File: src/design/jeof_pkg.sv
package jeof_pkg;

    localparam int unsigned SegmentBytesDefault = 65536;

    localparam logic [7:0] MarkerPrefix = 8'hFF;
    localparam logic [7:0] MarkerSoi    = 8'hD8;
    localparam logic [7:0] MarkerTem    = 8'h01;
    localparam logic [7:0] MarkerRst0   = 8'hD0;
    localparam logic [7:0] MarkerRst7   = 8'hD7;
    localparam logic [7:0] MarkerSos    = 8'hDA;
    localparam logic [7:0] MarkerEoi    = 8'hD9;
    localparam logic [7:0] MarkerApp1   = 8'hE1;

    localparam logic [15:0] TagOrientation = 16'h0112;
    localparam logic [15:0] TiffMagic      = 16'd42;
    localparam logic [15:0] OrderBig       = 16'h4D4D;
    localparam logic [15:0] OrderLittle    = 16'h4949;
    localparam logic [3:0]  OrientDefault  = 4'd1;

    typedef enum logic [1:0] {
        OP_NONE,
        OP_RES,
        OP_LOOK
    } t_op;

    // One queue entry: an optional buffer write plus an optional action.
    typedef struct packed {
        logic        wr;
        t_op         op;
        logic [15:0] idx;
        logic [7:0]  data;
        logic [16:0] size;
    } t_cmd;

endpackage

File: src/design/jeof_queue.sv
module jeof_queue (
    input  logic           i_clk,
    input  logic           i_rst_n,
    input  logic           i_push,
    input  jeof_pkg::t_cmd i_cmd,
    input  logic           i_pop,
    output logic           o_full,
    output logic           o_valid,
    output jeof_pkg::t_cmd o_cmd
);
    import jeof_pkg::*;

    localparam int unsigned Depth = 4;
    localparam int unsigned PtrW  = $clog2(Depth);

    t_cmd              r_mem [Depth];
    logic [PtrW-1:0]   r_wr, r_rd;
    logic [PtrW:0]     r_count;
    logic              do_pop;

    assign o_full  = r_count == (PtrW+1)'(Depth);
    assign o_valid = r_count != '0;
    assign o_cmd   = r_mem[r_rd];
    assign do_pop  = i_pop && o_valid;

    always_ff @(posedge i_clk) begin
        if (i_push) r_mem[r_wr] <= i_cmd;
    end

    always_ff @(posedge i_clk) begin
        if (!i_rst_n) begin
            r_wr    <= '0;
            r_rd    <= '0;
            r_count <= '0;
        end else begin
            if (i_push) r_wr <= r_wr + 1'b1;
            if (do_pop) r_rd <= r_rd + 1'b1;
            r_count <= r_count + (PtrW+1)'(i_push) - (PtrW+1)'(do_pop);
        end
    end

endmodule

File: config.mk
export PLATFORM = sky130hd
export DESIGN_NAME = jeof_queue
export DESIGN_NICKNAME = d
export VERILOG_FILES = /design/src/design/jeof_pkg.sv /design/src/design/jeof_queue.sv
export SDC_FILE = /design/constraint.sdc
export NUM_CORES = 1
export LEC_CHECK = 0
export ABC_AREA = 0
export BUFFER_PORTS_ARGS = -buffer_cell sky130_fd_sc_hd__buf_4
export CORE_ASPECT_RATIO = 0.9
export CORE_MARGIN = 2
export CORE_UTILIZATION = 50
export DETAILED_ROUTE_END_ITERATION = 10
export GPL_TIMING_DRIVEN = 1
export PLACE_DENSITY = 0.71
export SLEW_MARGIN = 20
export SYNTH_ARGS = -nofsm -noshare
export SYNTH_HDL_FRONTEND = slang
export SYNTH_SLANG_ARGS = --single-unit
File: constraint.sdc
create_clock -name i_clk -period 3 [get_ports i_clk]
set_clock_uncertainty 0.15 [all_clocks]
set_input_delay 0.3 -clock i_clk [delete_from_list [all_inputs] [get_ports i_clk]]
set_output_delay 0.3 -clock i_clk [all_outputs]
set_load 0.005 [all_outputs]
==> impl_metrics.ini, run 1 <==
[grt]
antenna_found_initial = 0
grt_start_max_net_pins = 45
grt_pass1_wl_um = 18240
overflow = 0
grt_pass1_vias = 3529
grt_use_total = 0.1728

[clock_network]
cts_max_level = 4
cts_setup_buffers = 0
worstSkewPairLatency_ps = 420
cts_sinks = 185
ctsRootBufferMaster = clkbuf_16
cts_hold_buf = 45
post_cts_resized = 0
cts_buffers = 17
path_clk_slew_ps = 60
cts_tree = built
clock_path_buffers = 2

[finish]
multi_input_area_um2 = 1284
seq_area_um2 = 5470
fillers = 886
final_net_count = 486
drive_gt1_frac = 0.3941
areaGrowthSynthToFinish_pct = 29.45
diodes = 0
stdcell_count = 612

[timing]
tightest_slew_ps = 581.1
slew_headroom = 0.6126
hold_viol_final = 0
setup_viol = 0
slew_violations = 0
fmax_mhz = 381.6
fin_tns_setup_ps = 0
min_period_over_period = 0.8735
rsz0062_at_grt = false
layout_min_cycle_time_ps = 2621

[placement]
port_buffers = 93
place_inst = 535
gp_congestion = 0.6914
hpwl_um = 6892

[floorplan]
die_y_um = 115.3
rows = 40
initial_core_util = 0.5132
coreArea_um2 = 13410
pin_count = 94
die_w_um = 127.7
dieArea_um2 = 14720

[route]
drt-initial-drc-count = 211
routedWlPerCell_um = 19.27
totalWireLength_um = 11790
vias_per_cell = 5.271
first_pass_iters = 4
num_vias = 3226
remaining_drc_errors = 0
antenna_left = 0

[yosys]
synth_area_um2 = 6883
synthesis.nets = 330
yosysWarnings = 0
syn-mean-instance-area_um2 = 25.03
synth_cell_types = 22
synth-seq-cells = 185
synth-seq-area-share = 0.7940
syn_inst = 275

[critical_path]
crit_fanout = 29
endpoint_kind = primary output
crit_type = flop to primary output
arrival_ps = 2170
rrSetupSlack_ps = 820
cpMostUsedCell = buf_4
startpoint_type = flop
cp_slowest_cell = dfxtp_4
timing.rr.start = r_count[1]$_SDFF_PN0_
crit_chain = buf_4, mux4_2, buf_4
cpPeakStageDelay_ps = 730
required_ps = 2550

[worst_hold_path]
hold_class = input port to flop
hold_path.startpoint = i_push

[power_and_ir_drop]
ir_worst_vdd_uv = 511.9
p_leak_nw = 3.104
p_per_area_nw_per_um2 = 753.2

[status]
outcome = finished, final reports clean

[run]
maxCapViolCount = 0
==> per-layer routing <==
metal | part of all wire | track usage | vias to the layer above
met4 | 0.0072 | 0.06813 | 0
met3 | 0.048 | 0.05491 | 6
met2 | 0.52 | 0.2916 | 87
li1 | - | - | 1473
met5 | 0 | 0 | -
met1 | 0.42 | 0.2109 | 1660
==> synthesized netlist by cell type (all sizes together) <==
cell,instances,area share
nand2,2,0.0011
clkbuf,1,0.00073
mux2i,4,0.0058
inv,6,0.0033
xor2,1,0.0013
or3,1,0.00091
nand2b,2,0.0018
mux4,44,0.15
buf,9,0.016
and3,1,0.00091
o31a,1,0.0013
edfxtp,176,0.77
and2,8,0.0073
dfxtp,9,0.026
o311ai,1,0.0013
fa,1,0.0029
ha,6,0.011
xnor3,1,0.0033
nor2b,1,0.00091
==> worst paths after layout <==
kind	endpoint	cells after the start
max	o_cmd[10]	3
min	r_wr[1]$_SDFFE_PN0P_	3
max reg2reg	r_count[2]$_SDFF_PN0_	7
min reg2reg	flop	2
==> layout make-up <==
class | count | area share
multi-input cells | 74 | 0.1441
clock inverters | 14 | 0.02556
repair buffers | 147 | 0.1421
inverters | 6 | 0.002528
clock buffers | 18 | 0.04817
flip-flops and latches | 185 | 0.6140
well taps | 168 | 0.02359
==> flip-flops by register name (all words and copies together), names as in the netlist, named ones only <==
name / cells
r_wr: 2
r_rd: 2
r_mem: 176
r_count: 3
==> placed cells by master (no fill, tap or decap), drive strengths merged <==
cell type    instances
clkinv               6
mux4                44
clkinvlp             2
and3                 1
dlygate4sd3         45
dfxtp                9
clkbuf              18
bufinv               6
or3                  1
inv                  6
and2                 8
o31a                 1
o311ai               1
mux2i                4
nand2                2
xor2                 1
edfxtp             176
nor2b                1
ha                   6
xnor3                1
fa                   1
buf                102
nand2b               2
==> critical path, delay by kind of cell (launching register included) <==
family	cells	cell delay [ps]
flip-flops	1	730
multiplexers	1	540
buffers and inverters	2	460
==> cell families after synthesis <==
| group | share of synthesized area |
|---|---|
| flops | 0.7940 |
| xor+xnor | 0.004545 |
| fa+ha+maj | 0.01382 |
| compound gates | 0.002545 |
| mux | 0.1520 |
| simple gates | 0.01291 |
| buf+inv | 0.02018 |
==> per-stage QoR <==
step / utilization / total power [mW] / worst slack (ps) / instance area [um^2] / hold WS, ps
2_1_floorplan: - / 3.835 / 845.7 / 6883 / 248.9
3_3_place_gp: 0.5817 / 4.279 / 809.0 / 7802 / 306.0
3_5_place_dp: 0.5817 / 4.312 / 771.6 / 7802 / 325.1
4_1_cts: 0.6643 / 6.793 / 281.1 / 8910 / 51.10
5_1_grt: 0.6643 / 6.975 / 237.4 / 8910 / 84.18
6_report: 0.6643 / 6.711 / 379.4 / 8910 / 67.67
==> where the power goes <==
part	internal (mW)	total [mW]	leakage [nW]	switching, mW
clock network	1.55	2.43	0.310	0.883
logic	0.738	1.15	1.10	0.416
registers	2.98	3.12	1.69	0.139
Note: power is estimated with default switching activity, not from simulation.
==> run 2, diff against run 1 <==
Settings changed: CTS_CLUSTER_DIAMETER set to 30.
Clock period 3 ns to 2.92 ns, I/O delays scaled along.
==> impl_metrics.ini, run 2 (synthesis gave the netlist of run 1 again) <==
[clock_network]
worstSkewPairLatency_ps = 420
cts_setup_buffers = 0
cts_buffers = 17
path_clk_slew_ps = 60
cts_max_level = 4
ctsRootBufferMaster = clkbuf_16
cts_tree = built
cts_sinks = 185
clock_path_buffers = 2

[critical_path]
required_ps = 2480
endpoint_kind = primary output
reg2reg_depth = 7
startpoint_type = flop
timing.rr.start = r_count[1]$_SDFF_PN0_
crit_fanout = 24
cp-endpoint = o_cmd[40]
arrival_ps = 2050
rrSetupSlack_ps = 740
crit_type = flop to primary output
worstReg2RegEnd = r_count[2]$_SDFF_PN0_

[timing]
slew_violations = 0
hold_slack_ps = 67.45
fin_ws_ps = 425.9
rsz0062_at_grt = false
fmax_mhz = 400.9
tightest_slew_ps = 666.4
hold_viol_final = 0
setup_viol = 0
layout_min_cycle_time_ps = 2494
slew_headroom = 0.5558
fin_tns_setup_ps = 0
min_period_over_period = 0.8542

[grt]
grt_pass1_wl_um = 18270
grt_start_max_net_pins = 45
antenna_found_initial = 0
grt_pass1_vias = 3427
grt_use_total = 0.1726
overflow = 0

[route]
totalWireLength_um = 11730
vias_per_cell = 5.284
remaining_drc_errors = 0
wl_met1_um = 5167
antenna_left = 0
routedWlPerCell_um = 19.13
num_vias = 3239
drt-initial-drc-count = 249
wl_met2_um = 5697
dr.max_layer_used = met4
first_pass_iters = 4
wl_met3_um = 765

[floorplan]
coreArea_um2 = 13410
pin_count = 94
dieArea_um2 = 14720
initial_core_util = 0.5132
rows = 40
die_y_um = 115.3
die_w_um = 127.7

[finish]
multi_input_area_um2 = 1284
fillers = 890
final_common_cell = edfxtp_1
top_register = r_mem
layout_common_cells = edfxtp_1, buf_4, dlygate4sd3_1, mux4_2, clkbuf_16
drive_gt1_frac = 0.4045
diodes = 0
top_regs = r_mem: 176 flops, r_count: 3 flops
final_net_count = 487
areaGrowthSynthToFinish_pct = 28.47
largest_reg_flops = 176
seq_area_um2 = 5470
fin_area_um2 = 8842
stdcell_count = 613

[worst_hold_path]
hold_class = input port to flop
hold_path.startpoint = i_push

[placement]
post_dp_cell_area_um2 = 7797
pre_cts_ws_ps = 737.8
hpwl_um = 7267
place_inst = 536
gp_congestion = 0.6943
port_buffers = 93

[run]
maxCapViolCount = 0

[power_and_ir_drop]
internal-power_mw = 5.188
ir_worst_vdd_uv = 466.5
p_per_area_nw_per_um2 = 754.2
pwr-share-comb = 0.180
p_leak_nw = 3.084
clockPowerShare = 0.340
swShare = 0.2220
p_sw_mw = 1.480
p_seq_frac = 0.480

[status]
outcome = finished, final reports clean
run 2: cell types whose count changed in the layout (fill, tap and decap cells not counted), moves of 2 or more:
cell	before	now
clkinv_2	0	6
bufinv_16	6	3
clkinv_1	4	1
buf_4	98	100
run 2: what timing repair did:
item,4_1_cts,5_1_grt
hold buffers,45,0
resized for setup,0,0
hold endpoints to repair,180,0
run 2: area by class of cell:
class                           count  share of cell area
Multi-Input combinational cell     74              0.1452
Clock buffer                       18             0.04967
Sequential cell                   185              0.6187
Tap cell                          168             0.02377
Timing Repair Buffer              148              0.1426
Clock inverter                     14             0.01755
Inverter                            6            0.002547
run 2: worst min-delay path by stage:
stage	end	slack, ps	depth (start not counted)
global placement	flop	300	2
finish	r_wr[1]$_SDFFE_PN0P_	70	3
detailed placement	flop	330	2
CTS	r_wr[1]$_SDFFE_PN0P_	50	3
global route	r_wr[1]$_SDFFE_PN0P_	70	3
floorplan	r_mem[0][0]$_DFFE_PP_	240	0
run 2: metrics by stage:
stage | power [mW] | util
final | 6.668 | 0.6592
after global routing | 6.962 | 0.6592
after CTS | 6.748 | 0.6592
after detailed placement | 4.443 | 0.5813
after global placement | 4.416 | 0.5813
after floorplan | 3.940 | -
run 2: critical path, cell delays in order, from the launching register on:
cell and delay (ps):
dfxtp_4 660, buf_4 250, mux4_1 550, buf_4 150
run 2: per-layer routing:
metal / global-route usage / up-vias
li1: - / 1481
met1: 0.2224 / 1650
met2: 0.2781 / 98
met3: 0.06515 / 10
met4: 0.05275 / 0
met5: 0 / -
run 2: power by group through the flow:
stage	Clock, mW	Combinational [mW]	Sequential, mW
floorplan	0	0.783	3.16
global placement	0	1.16	3.25
detailed placement	0	1.18	3.26
CTS	2.31	1.23	3.21
global route	2.43	1.31	3.23
finish	2.27	1.20	3.20
