<file path="src/design/jeof_pkg.sv">
package jeof_pkg;

    localparam int unsigned SegmentBytesDefault = 65536;

    localparam logic [7:0] MarkerPrefix = 8'hFF;
    localparam logic [7:0] MarkerSoi    = 8'hD8;
    localparam logic [7:0] MarkerTem    = 8'h01;
    localparam logic [7:0] MarkerRst0   = 8'hD0;
    localparam logic [7:0] MarkerRst7   = 8'hD7;
    localparam logic [7:0] MarkerSos    = 8'hDA;
    localparam logic [7:0] MarkerEoi    = 8'hD9;
    localparam logic [7:0] MarkerApp1   = 8'hE1;

    localparam logic [15:0] TagOrientation = 16'h0112;
    localparam logic [15:0] TiffMagic      = 16'd42;
    localparam logic [15:0] OrderBig       = 16'h4D4D;
    localparam logic [15:0] OrderLittle    = 16'h4949;
    localparam logic [3:0]  OrientDefault  = 4'd1;

    typedef enum logic [1:0] {
        OP_NONE,
        OP_RES,
        OP_LOOK
    } t_op;

    // One queue entry: an optional buffer write plus an optional action.
    typedef struct packed {
        logic        wr;
        t_op         op;
        logic [15:0] idx;
        logic [7:0]  data;
        logic [16:0] size;
    } t_cmd;

endpackage

</file>
<file path="src/design/jeof_front.sv">
module jeof_front #(
    parameter int unsigned SEGMENT_BYTES = 65536
) (
    input  logic           i_clk,
    input  logic           i_rst_n,
    input  logic           i_valid,
    input  logic [7:0]     i_data_byte,
    input  logic           i_end_of_file,
    input  logic           i_full,
    output logic           o_push,
    output jeof_pkg::t_cmd o_cmd
);
    import jeof_pkg::*;

    localparam logic [16:0] SegLim = 17'(SEGMENT_BYTES);

    typedef enum logic [3:0] {
        PH_SOI_A, PH_SOI_B, PH_MARK_FF, PH_MARK_ID, PH_LEN_HI,
        PH_LEN_LO, PH_HEADER, PH_SKIP, PH_TIFF, PH_DONE
    } t_phase;

    t_phase      r_phase, n_phase;
    logic [2:0]  r_pos, n_pos;
    logic [7:0]  r_marker, n_marker;
    logic [15:0] r_len, n_len;
    logic [15:0] r_cnt, n_cnt;
    logic        r_ans, n_ans;

    logic        accept, got;
    logic [15:0] full_len, held;
    logic [16:0] idx17, held17;
    logic [7:0]  head_byte;
    t_cmd        cmd;

    assign accept = i_valid && !i_full;

    always_comb begin
        case (r_pos)
            3'd0:    head_byte = 8'h45;
            3'd1:    head_byte = 8'h78;
            3'd2:    head_byte = 8'h69;
            3'd3:    head_byte = 8'h66;
            default: head_byte = 8'h00;
        endcase
    end

    assign full_len = {r_len[7:0], i_data_byte};
    assign held     = r_len - 16'd8;
    assign held17   = {1'b0, held};
    assign idx17    = held17 - {1'b0, r_cnt};

    always_comb begin
        n_phase  = r_phase;
        n_pos    = r_pos;
        n_marker = r_marker;
        n_len    = r_len;
        n_cnt    = r_cnt;
        n_ans    = r_ans;
        got      = 1'b0;
        cmd.wr   = 1'b0;
        cmd.op   = OP_NONE;
        cmd.idx  = idx17[15:0];
        cmd.data = i_data_byte;
        cmd.size = (held17 < SegLim) ? held17 : SegLim;
        case (r_phase)
            PH_SOI_A: begin
                if (i_data_byte == MarkerPrefix) n_phase = PH_SOI_B;
                else got = 1'b1;
            end
            PH_SOI_B: begin
                if (i_data_byte == MarkerSoi) n_phase = PH_MARK_FF;
                else got = 1'b1;
            end
            PH_MARK_FF: begin
                if (i_data_byte == MarkerPrefix) n_phase = PH_MARK_ID;
                else got = 1'b1;
            end
            PH_MARK_ID: begin
                n_marker = i_data_byte;
                if (i_data_byte == MarkerSoi || i_data_byte == MarkerTem
                    || (i_data_byte >= MarkerRst0 && i_data_byte <= MarkerRst7)) begin
                    n_phase = PH_MARK_FF;
                end else if (i_data_byte == MarkerSos || i_data_byte == MarkerEoi) begin
                    got = 1'b1;
                end else begin
                    n_phase = PH_LEN_HI;
                end
            end
            PH_LEN_HI: begin
                n_len   = {8'h00, i_data_byte};
                n_phase = PH_LEN_LO;
            end
            PH_LEN_LO: begin
                n_len = full_len;
                if (full_len < 16'd2) begin
                    got = 1'b1;
                end else if (full_len == 16'd2) begin
                    n_phase = PH_MARK_FF;
                end else begin
                    n_cnt   = full_len - 16'd2;
                    n_pos   = 3'd0;
                    n_phase = (r_marker == MarkerApp1 && full_len > 16'd16)
                              ? PH_HEADER : PH_SKIP;
                end
            end
            PH_HEADER: begin
                n_cnt = r_cnt - 16'd1;
                if (i_data_byte == head_byte) begin
                    n_pos = r_pos + 3'd1;
                    if (r_pos == 3'd5) n_phase = PH_TIFF;
                end else begin
                    n_phase = (n_cnt == 16'd0) ? PH_MARK_FF : PH_SKIP;
                end
            end
            PH_SKIP: begin
                n_cnt = r_cnt - 16'd1;
                if (n_cnt == 16'd0) n_phase = PH_MARK_FF;
            end
            PH_TIFF: begin
                cmd.wr = idx17 < SegLim;
                n_cnt  = r_cnt - 16'd1;
                if (n_cnt == 16'd0) cmd.op = OP_LOOK;
            end
            default: ;
        endcase

        if (got) cmd.op = OP_RES;
        if (got || cmd.op == OP_LOOK) begin
            n_phase = PH_DONE;
            n_ans   = 1'b1;
        end
        if (i_end_of_file) begin
            // Close the file: default answer if nothing went out, then restart.
            if (cmd.op == OP_NONE && !r_ans) cmd.op = OP_RES;
            n_phase  = PH_SOI_A;
            n_pos    = 3'd0;
            n_marker = 8'h00;
            n_len    = 16'd0;
            n_cnt    = 16'd0;
            n_ans    = 1'b0;
        end
    end

    assign o_push = accept && (cmd.wr || cmd.op != OP_NONE);
    assign o_cmd  = cmd;

    always_ff @(posedge i_clk) begin
        if (!i_rst_n) begin
            r_phase  <= PH_SOI_A;
            r_pos    <= 3'd0;
            r_marker <= 8'h00;
            r_len    <= 16'd0;
            r_cnt    <= 16'd0;
            r_ans    <= 1'b0;
        end else if (accept) begin
            r_phase  <= n_phase;
            r_pos    <= n_pos;
            r_marker <= n_marker;
            r_len    <= n_len;
            r_cnt    <= n_cnt;
            r_ans    <= n_ans;
        end
    end

endmodule

</file>
<file path="config.mk">
export PLATFORM = sky130hd
export DESIGN_NAME = jeof_front
export DESIGN_NICKNAME = d
export VERILOG_FILES = /design/src/design/jeof_pkg.sv /design/src/design/jeof_front.sv
export SDC_FILE = /design/constraint.sdc
export NUM_CORES = 1
export LEC_CHECK = 0
export BUFFER_PORTS_ARGS = -buffer_cell sky130_fd_sc_hd__buf_4
export CORE_ASPECT_RATIO = 0.9
export CORE_MARGIN = 2
export CORE_UTILIZATION = 64
export CTS_CLUSTER_SIZE = 40
export DETAILED_ROUTE_END_ITERATION = 6
export HOLD_SLACK_MARGIN = 0.15
export PLACE_DENSITY = 0.94
export SLEW_MARGIN = 20
export SYNTH_ARGS = -nofsm -noshare
export SYNTH_HDL_FRONTEND = slang
export SYNTH_SLANG_ARGS = --single-unit
</file>
<file path="constraint.sdc">
create_clock -name i_clk -period 4.9 [get_ports i_clk]
set_input_delay 0.98 -clock i_clk [delete_from_list [all_inputs] [get_ports i_clk]]
set_output_delay 0.98 -clock i_clk [all_outputs]
set_load 0.005 [all_outputs]
</file>
==> flow_summary.html <==
<table>
<tr><th>Metric</th><th>Value</th></tr>
<tr><th colspan="2">Power and ir drop</th></tr>
<tr><td>Maximum resistive drop on vdd</td><td>183.5 µV</td></tr>
<tr><td>Internal power of the cells</td><td>0.0007029 W</td></tr>
<tr><td>Flop pwr share</td><td>39.0%</td></tr>
<tr><td>Clock power share</td><td>28.7%</td></tr>
<tr><td>Areal power density over the cells</td><td>210.7 nW/µm²</td></tr>
<tr><td>Part of the total power dissipated in combinational logic</td><td>32.2%</td></tr>
<tr><td>Leak pwr</td><td>1.907 nW</td></tr>
<tr><td>Switch share</td><td>33.21%</td></tr>
<tr><td>Total chip power</td><td>0.001052 W</td></tr>
<tr><td>Net switching power of the design</td><td>0.0003494 W</td></tr>
<tr><th colspan="2">Synthesis</th></tr>
<tr><td>Total of flip-flops plus latches after synthesis</td><td>48</td></tr>
<tr><td>Mean area per synthesized cell</td><td>7.227 µm²</td></tr>
<tr><td>Yosys Warn Count</td><td>0</td></tr>
<tr><td>Leading register cell type out of synthesis</td><td>dfxtp_1</td></tr>
<tr><td>Synth unique cells</td><td>70</td></tr>
<tr><td>Async S/R FF share, synth</td><td>0%</td></tr>
<tr><td>Sequential-to-total area share from yosys stat</td><td>21.01%</td></tr>
<tr><td>Number of synthesized flops with an enable pin</td><td>0</td></tr>
<tr><td>Post-Syn Nets</td><td>673</td></tr>
<tr><td>Cell area after technology mapping</td><td>4574 µm²</td></tr>
<tr><td>Post-Syn Instances</td><td>633</td></tr>
<tr><th colspan="2">Die</th></tr>
<tr><td>Horizontal die dimension</td><td>93.12 µm</td></tr>
<tr><td>Die span in y</td><td>84.21 µm</td></tr>
<tr><td>IO Pins</td><td>58</td></tr>
<tr><td>Number of rows in the core area</td><td>29</td></tr>
<tr><td>Initial Utilization</td><td>65.32%</td></tr>
<tr><td>Core area</td><td>7003 µm²</td></tr>
<tr><td>Full die area</td><td>7841 µm²</td></tr>
<tr><th colspan="2">STA</th></tr>
<tr><td>FMAX</td><td>219.5 MHz</td></tr>
<tr><td>Crit path time final</td><td>4.556 ns</td></tr>
<tr><td>Slew at the pin closest to its max-slew limit</td><td>1.186 ns</td></tr>
<tr><td>Clock skew</td><td>0.01015 ns</td></tr>
<tr><td>Number of setup violations in the final report</td><td>0</td></tr>
<tr><td>Max-slew violation total from the final report</td><td>0</td></tr>
<tr><td>Post-route setup TNS</td><td>0 ns</td></tr>
<tr><td>Relative slew margins</td><td>20.38%</td></tr>
<tr><td>Share of the cycle needed by the critical path after routing</td><td>92.98%</td></tr>
<tr><td>Unrepaired setup endpoints after global routing</td><td>no</td></tr>
<tr><td>Final hold violation count</td><td>0</td></tr>
<tr><td>Min Hold Slack</td><td>0.4839 ns</td></tr>
<tr><th colspan="2">Global route</th></tr>
<tr><td>GRT Residual Overflow</td><td>0</td></tr>
<tr><td>Largest net degree at the start of global routing</td><td>39</td></tr>
<tr><td>Number of global-route vias before repair</td><td>4,620</td></tr>
<tr><td>Overall fraction of global-route tracks in use</td><td>34.59%</td></tr>
<tr><td>Antenna violations before repair</td><td>0</td></tr>
<tr><td>Wire length of the first global-routing pass</td><td>22.09 mm</td></tr>
<tr><th colspan="2">Setup path</th></tr>
<tr><td>Critical Setup Path Class</td><td>flip-flop to output pin</td></tr>
<tr><td>Type of destination of the critical path</td><td>output pin</td></tr>
<tr><td>FF-to-FF path depth</td><td>10</td></tr>
<tr><td>Crit-path slowest cell</td><td>dfxtp_1</td></tr>
<tr><td>Reg-to-reg setup timing slack</td><td>1.66 ns</td></tr>
<tr><td>Data arrival time of the critical path</td><td>3.58 ns</td></tr>
<tr><td>Largest fanout on the critical path</td><td>6</td></tr>
<tr><td>Type of origin of the critical path</td><td>flip-flop</td></tr>
<tr><td>Launch instance of the worst register-to-register path</td><td>r_cnt[1]</td></tr>
<tr><td>Worst flop-to-flop path endpoint</td><td>r_phase[3]</td></tr>
<tr><td>Required time of the critical path</td><td>3.92 ns</td></tr>
<tr><td>Delay of the slowest cell on the worst path</td><td>0.43 ns</td></tr>
<tr><td>Critical path cell sequence</td><td>inv_1, ha_1, xor2_1, ha_1, o2111a_1, o31a_1, o2111ai_1, a21boi_0, a22o_1, a31oi_1, a31oi_1, buf_4</td></tr>
<tr><th colspan="2">Cells and area</th></tr>
<tr><td>Layout Cell Area excl Fill</td><td>4995 µm²</td></tr>
<tr><td>Number of antenna diodes</td><td>0</td></tr>
<tr><td>Total of fill cells in the finished design</td><td>574</td></tr>
<tr><td>Total Nets Final</td><td>690</td></tr>
<tr><td>Commonest non-fill, non-tap cell in the layout</td><td>nand2_1</td></tr>
<tr><td>Area Growth Syn to Fin</td><td>9.190%</td></tr>
<tr><td>Fraction of layout instances using a drive strength above 1</td><td>12.29%</td></tr>
<tr><td>Highest-count cells in the layout ignoring fill and taps</td><td>74 x nand2_1, 59 x nor2_1, 58 x buf_4</td></tr>
<tr><th colspan="2">Clocking</th></tr>
<tr><td>Number of cells upsized or downsized after cts</td><td>0</td></tr>
<tr><td>Clock-pin slew on the worst setup and hold paths</td><td>0.10 ns</td></tr>
<tr><td>TritonCTS clock tree</td><td>built</td></tr>
<tr><td>Bufs on Longest Clock Path</td><td>2</td></tr>
<tr><td>Clock insertion delay at the later pin of the skew report</td><td>0.31 ns</td></tr>
<tr><td>Number of buffers inserted for hold repair after clock tree synthesis</td><td>0</td></tr>
<tr><td>Inserted Clock Buffers</td><td>5</td></tr>
<tr><td>Post-CTS setup repair buffer count</td><td>0</td></tr>
<tr><td>H-tree levels</td><td>2</td></tr>
<tr><td>Number of sinks handled by clock tree synthesis</td><td>48</td></tr>
<tr><td>Clock root buffer</td><td>clkbuf_8</td></tr>
<tr><th colspan="2">Run status</th></tr>
<tr><td>Run status</td><td>finished, final reports clean</td></tr>
<tr><th colspan="2">Run</th></tr>
<tr><td>Max-cap check violation count</td><td>0</td></tr>
<tr><th colspan="2">Detailed routing</th></tr>
<tr><td>Number of nets with antenna violations after routing</td><td>0</td></tr>
<tr><td>Iter 0 DRT Violations</td><td>534</td></tr>
<tr><td>DRT Pass-1 Iters</td><td>7</td></tr>
<tr><td>DRC violations left</td><td>0</td></tr>
<tr><td>Wirelength per Cell</td><td>17.81 µm</td></tr>
<tr><td>Average via count per standard cell</td><td>6.559</td></tr>
<tr><td>Via count of the routed design</td><td>4,880</td></tr>
<tr><td>Total Wirelength</td><td>13.25 mm</td></tr>
<tr><th colspan="2">Placement</th></tr>
<tr><td>Post-detailed-placement cell area</td><td>4880 µm²</td></tr>
<tr><td>Number of input and output port buffers inserted</td><td>56</td></tr>
<tr><td>GP Congestion</td><td>0.9767</td></tr>
<tr><td>Half-perimeter wire length after detailed placement</td><td>10.09 mm</td></tr>
<tr><th colspan="2">Worst hold path</th></tr>
<tr><td>Classification of the worst-slack hold path</td><td>flip-flop to flip-flop</td></tr>
<tr><td>Worst hold endpoint</td><td>r_len[15]</td></tr>
<tr><td>Count of cells along the worst hold path</td><td>2</td></tr>
<tr><td>Beginning of the worst hold path</td><td>r_len[15]</td></tr>
</table>
cell families after synthesis:
kind of cell,share of synthesized area [%]
AND/OR/NAND/NOR,28.94
AO/OA/AOI/OAI,22.98
XOR/XNOR,8.616
flip-flops,21.01
other,0.08198
adder cells (fa/ha/maj),7.549
multiplexers,2.407
buffers and inverters,8.424
per-layer routing:
| metal | vias up | share of wire [%] | wire length, µm | track usage, % |
|---|---|---|---|---|
| met5 | - | 0 | 0 | 0 |
| met4 | 0 | 4.1 | 537 | 14.97 |
| met3 | 63 | 9.1 | 1208 | 5.566 |
| met2 | 304 | 47 | 6164 | 57.77 |
| met1 | 2248 | 40 | 5336 | 44.20 |
| li1 | 2265 | - | - | - |
area by class of cell:
cell class              count  area, µm²  area share, %
well taps                  93      116.4          2.330
clock buffers               5      68.82          1.378
multi-input cells         500       3228          64.63
clock inverters             3      46.29         0.9269
repair buffers             58      435.4          8.717
flip-flops and latches     48      960.9          19.24
inverters                  37      138.9          2.781
power by group through the flow:
stage	sequential (W)	combinational (W)	clock (W)
after CTS	0.000410	0.000332	0.000305
after detailed placement	0.000419	0.000330	0
after global placement	0.000419	0.000322	0
final	0.000411	0.000339	0.000302
after global routing	0.000412	0.000369	0.000323
after floorplan	0.000411	0.000233	0
cell usage after synthesis (7+ instances only):
cell type | count | area share (%)
clkbuf_1 | 28 | 2.3
o21ai_0 | 17 | 1.9
nor2b_1 | 22 | 3.0
buf_4 | 14 | 2.3
dfxtp_1 | 48 | 21
xnor2_1 | 33 | 6.3
o31ai_1 | 8 | 1.3
ha_1 | 26 | 7.1
nand2b_1 | 13 | 1.8
a21oi_1 | 28 | 3.1
or3_1 | 8 | 1.1
o211ai_1 | 8 | 1.3
inv_1 | 37 | 3.0
nand2_1 | 74 | 6.1
a21boi_0 | 17 | 2.8
nor4_1 | 8 | 1.1
nor2_1 | 59 | 4.8
nand3_1 | 28 | 3.1
mux2i_1 | 11 | 2.4
nor3_1 | 24 | 2.6
a31oi_1 | 7 | 0.96
xor2_1 | 12 | 2.3
o21a_1 | 8 | 1.3
worst max path at each step:
stage / start / end / slack (ns) / depth (start not counted)
6_report: r_len[3] / o_push / 0.34 / 12
5_1_grt: r_len[4] / o_push / 0.08 / 12
4_1_cts: r_len[3] / o_push / 0.40 / 12
3_5_place_dp: r_len[3] / o_push / 0.75 / 12
3_3_place_gp: r_len[3] / o_push / 0.89 / 12
2_1_floorplan: r_len[5] / o_cmd[40] / 1.33 / 12
worst max-delay path: cells and delay by family, from the launching register on:
family	cells	cell delay, ns
adder cells (fa/ha/maj)	2	0.61
buffers and inverters	2	0.29
AO/OA/AOI/OAI	7	1.69
XOR/XNOR	1	0.23
flip-flops	1	0.43
metrics by stage:
step	utilization (%)	std cells	worst slack, ns
floorplan	-	633	1.333
detailed placement	69.68	736	0.7516
finish	71.32	744	0.3439
global route	71.32	744	0.08227
CTS	71.32	744	0.4047
global placement	69.68	736	0.8865
state kept, by name, summed over array words and instances (netlist names):
register,count
r_len,16
r_phase,4
r_cnt,16
r_marker,8
r_ans,1
r_pos,3
Note: power is estimated with default switching activity, not from simulation.
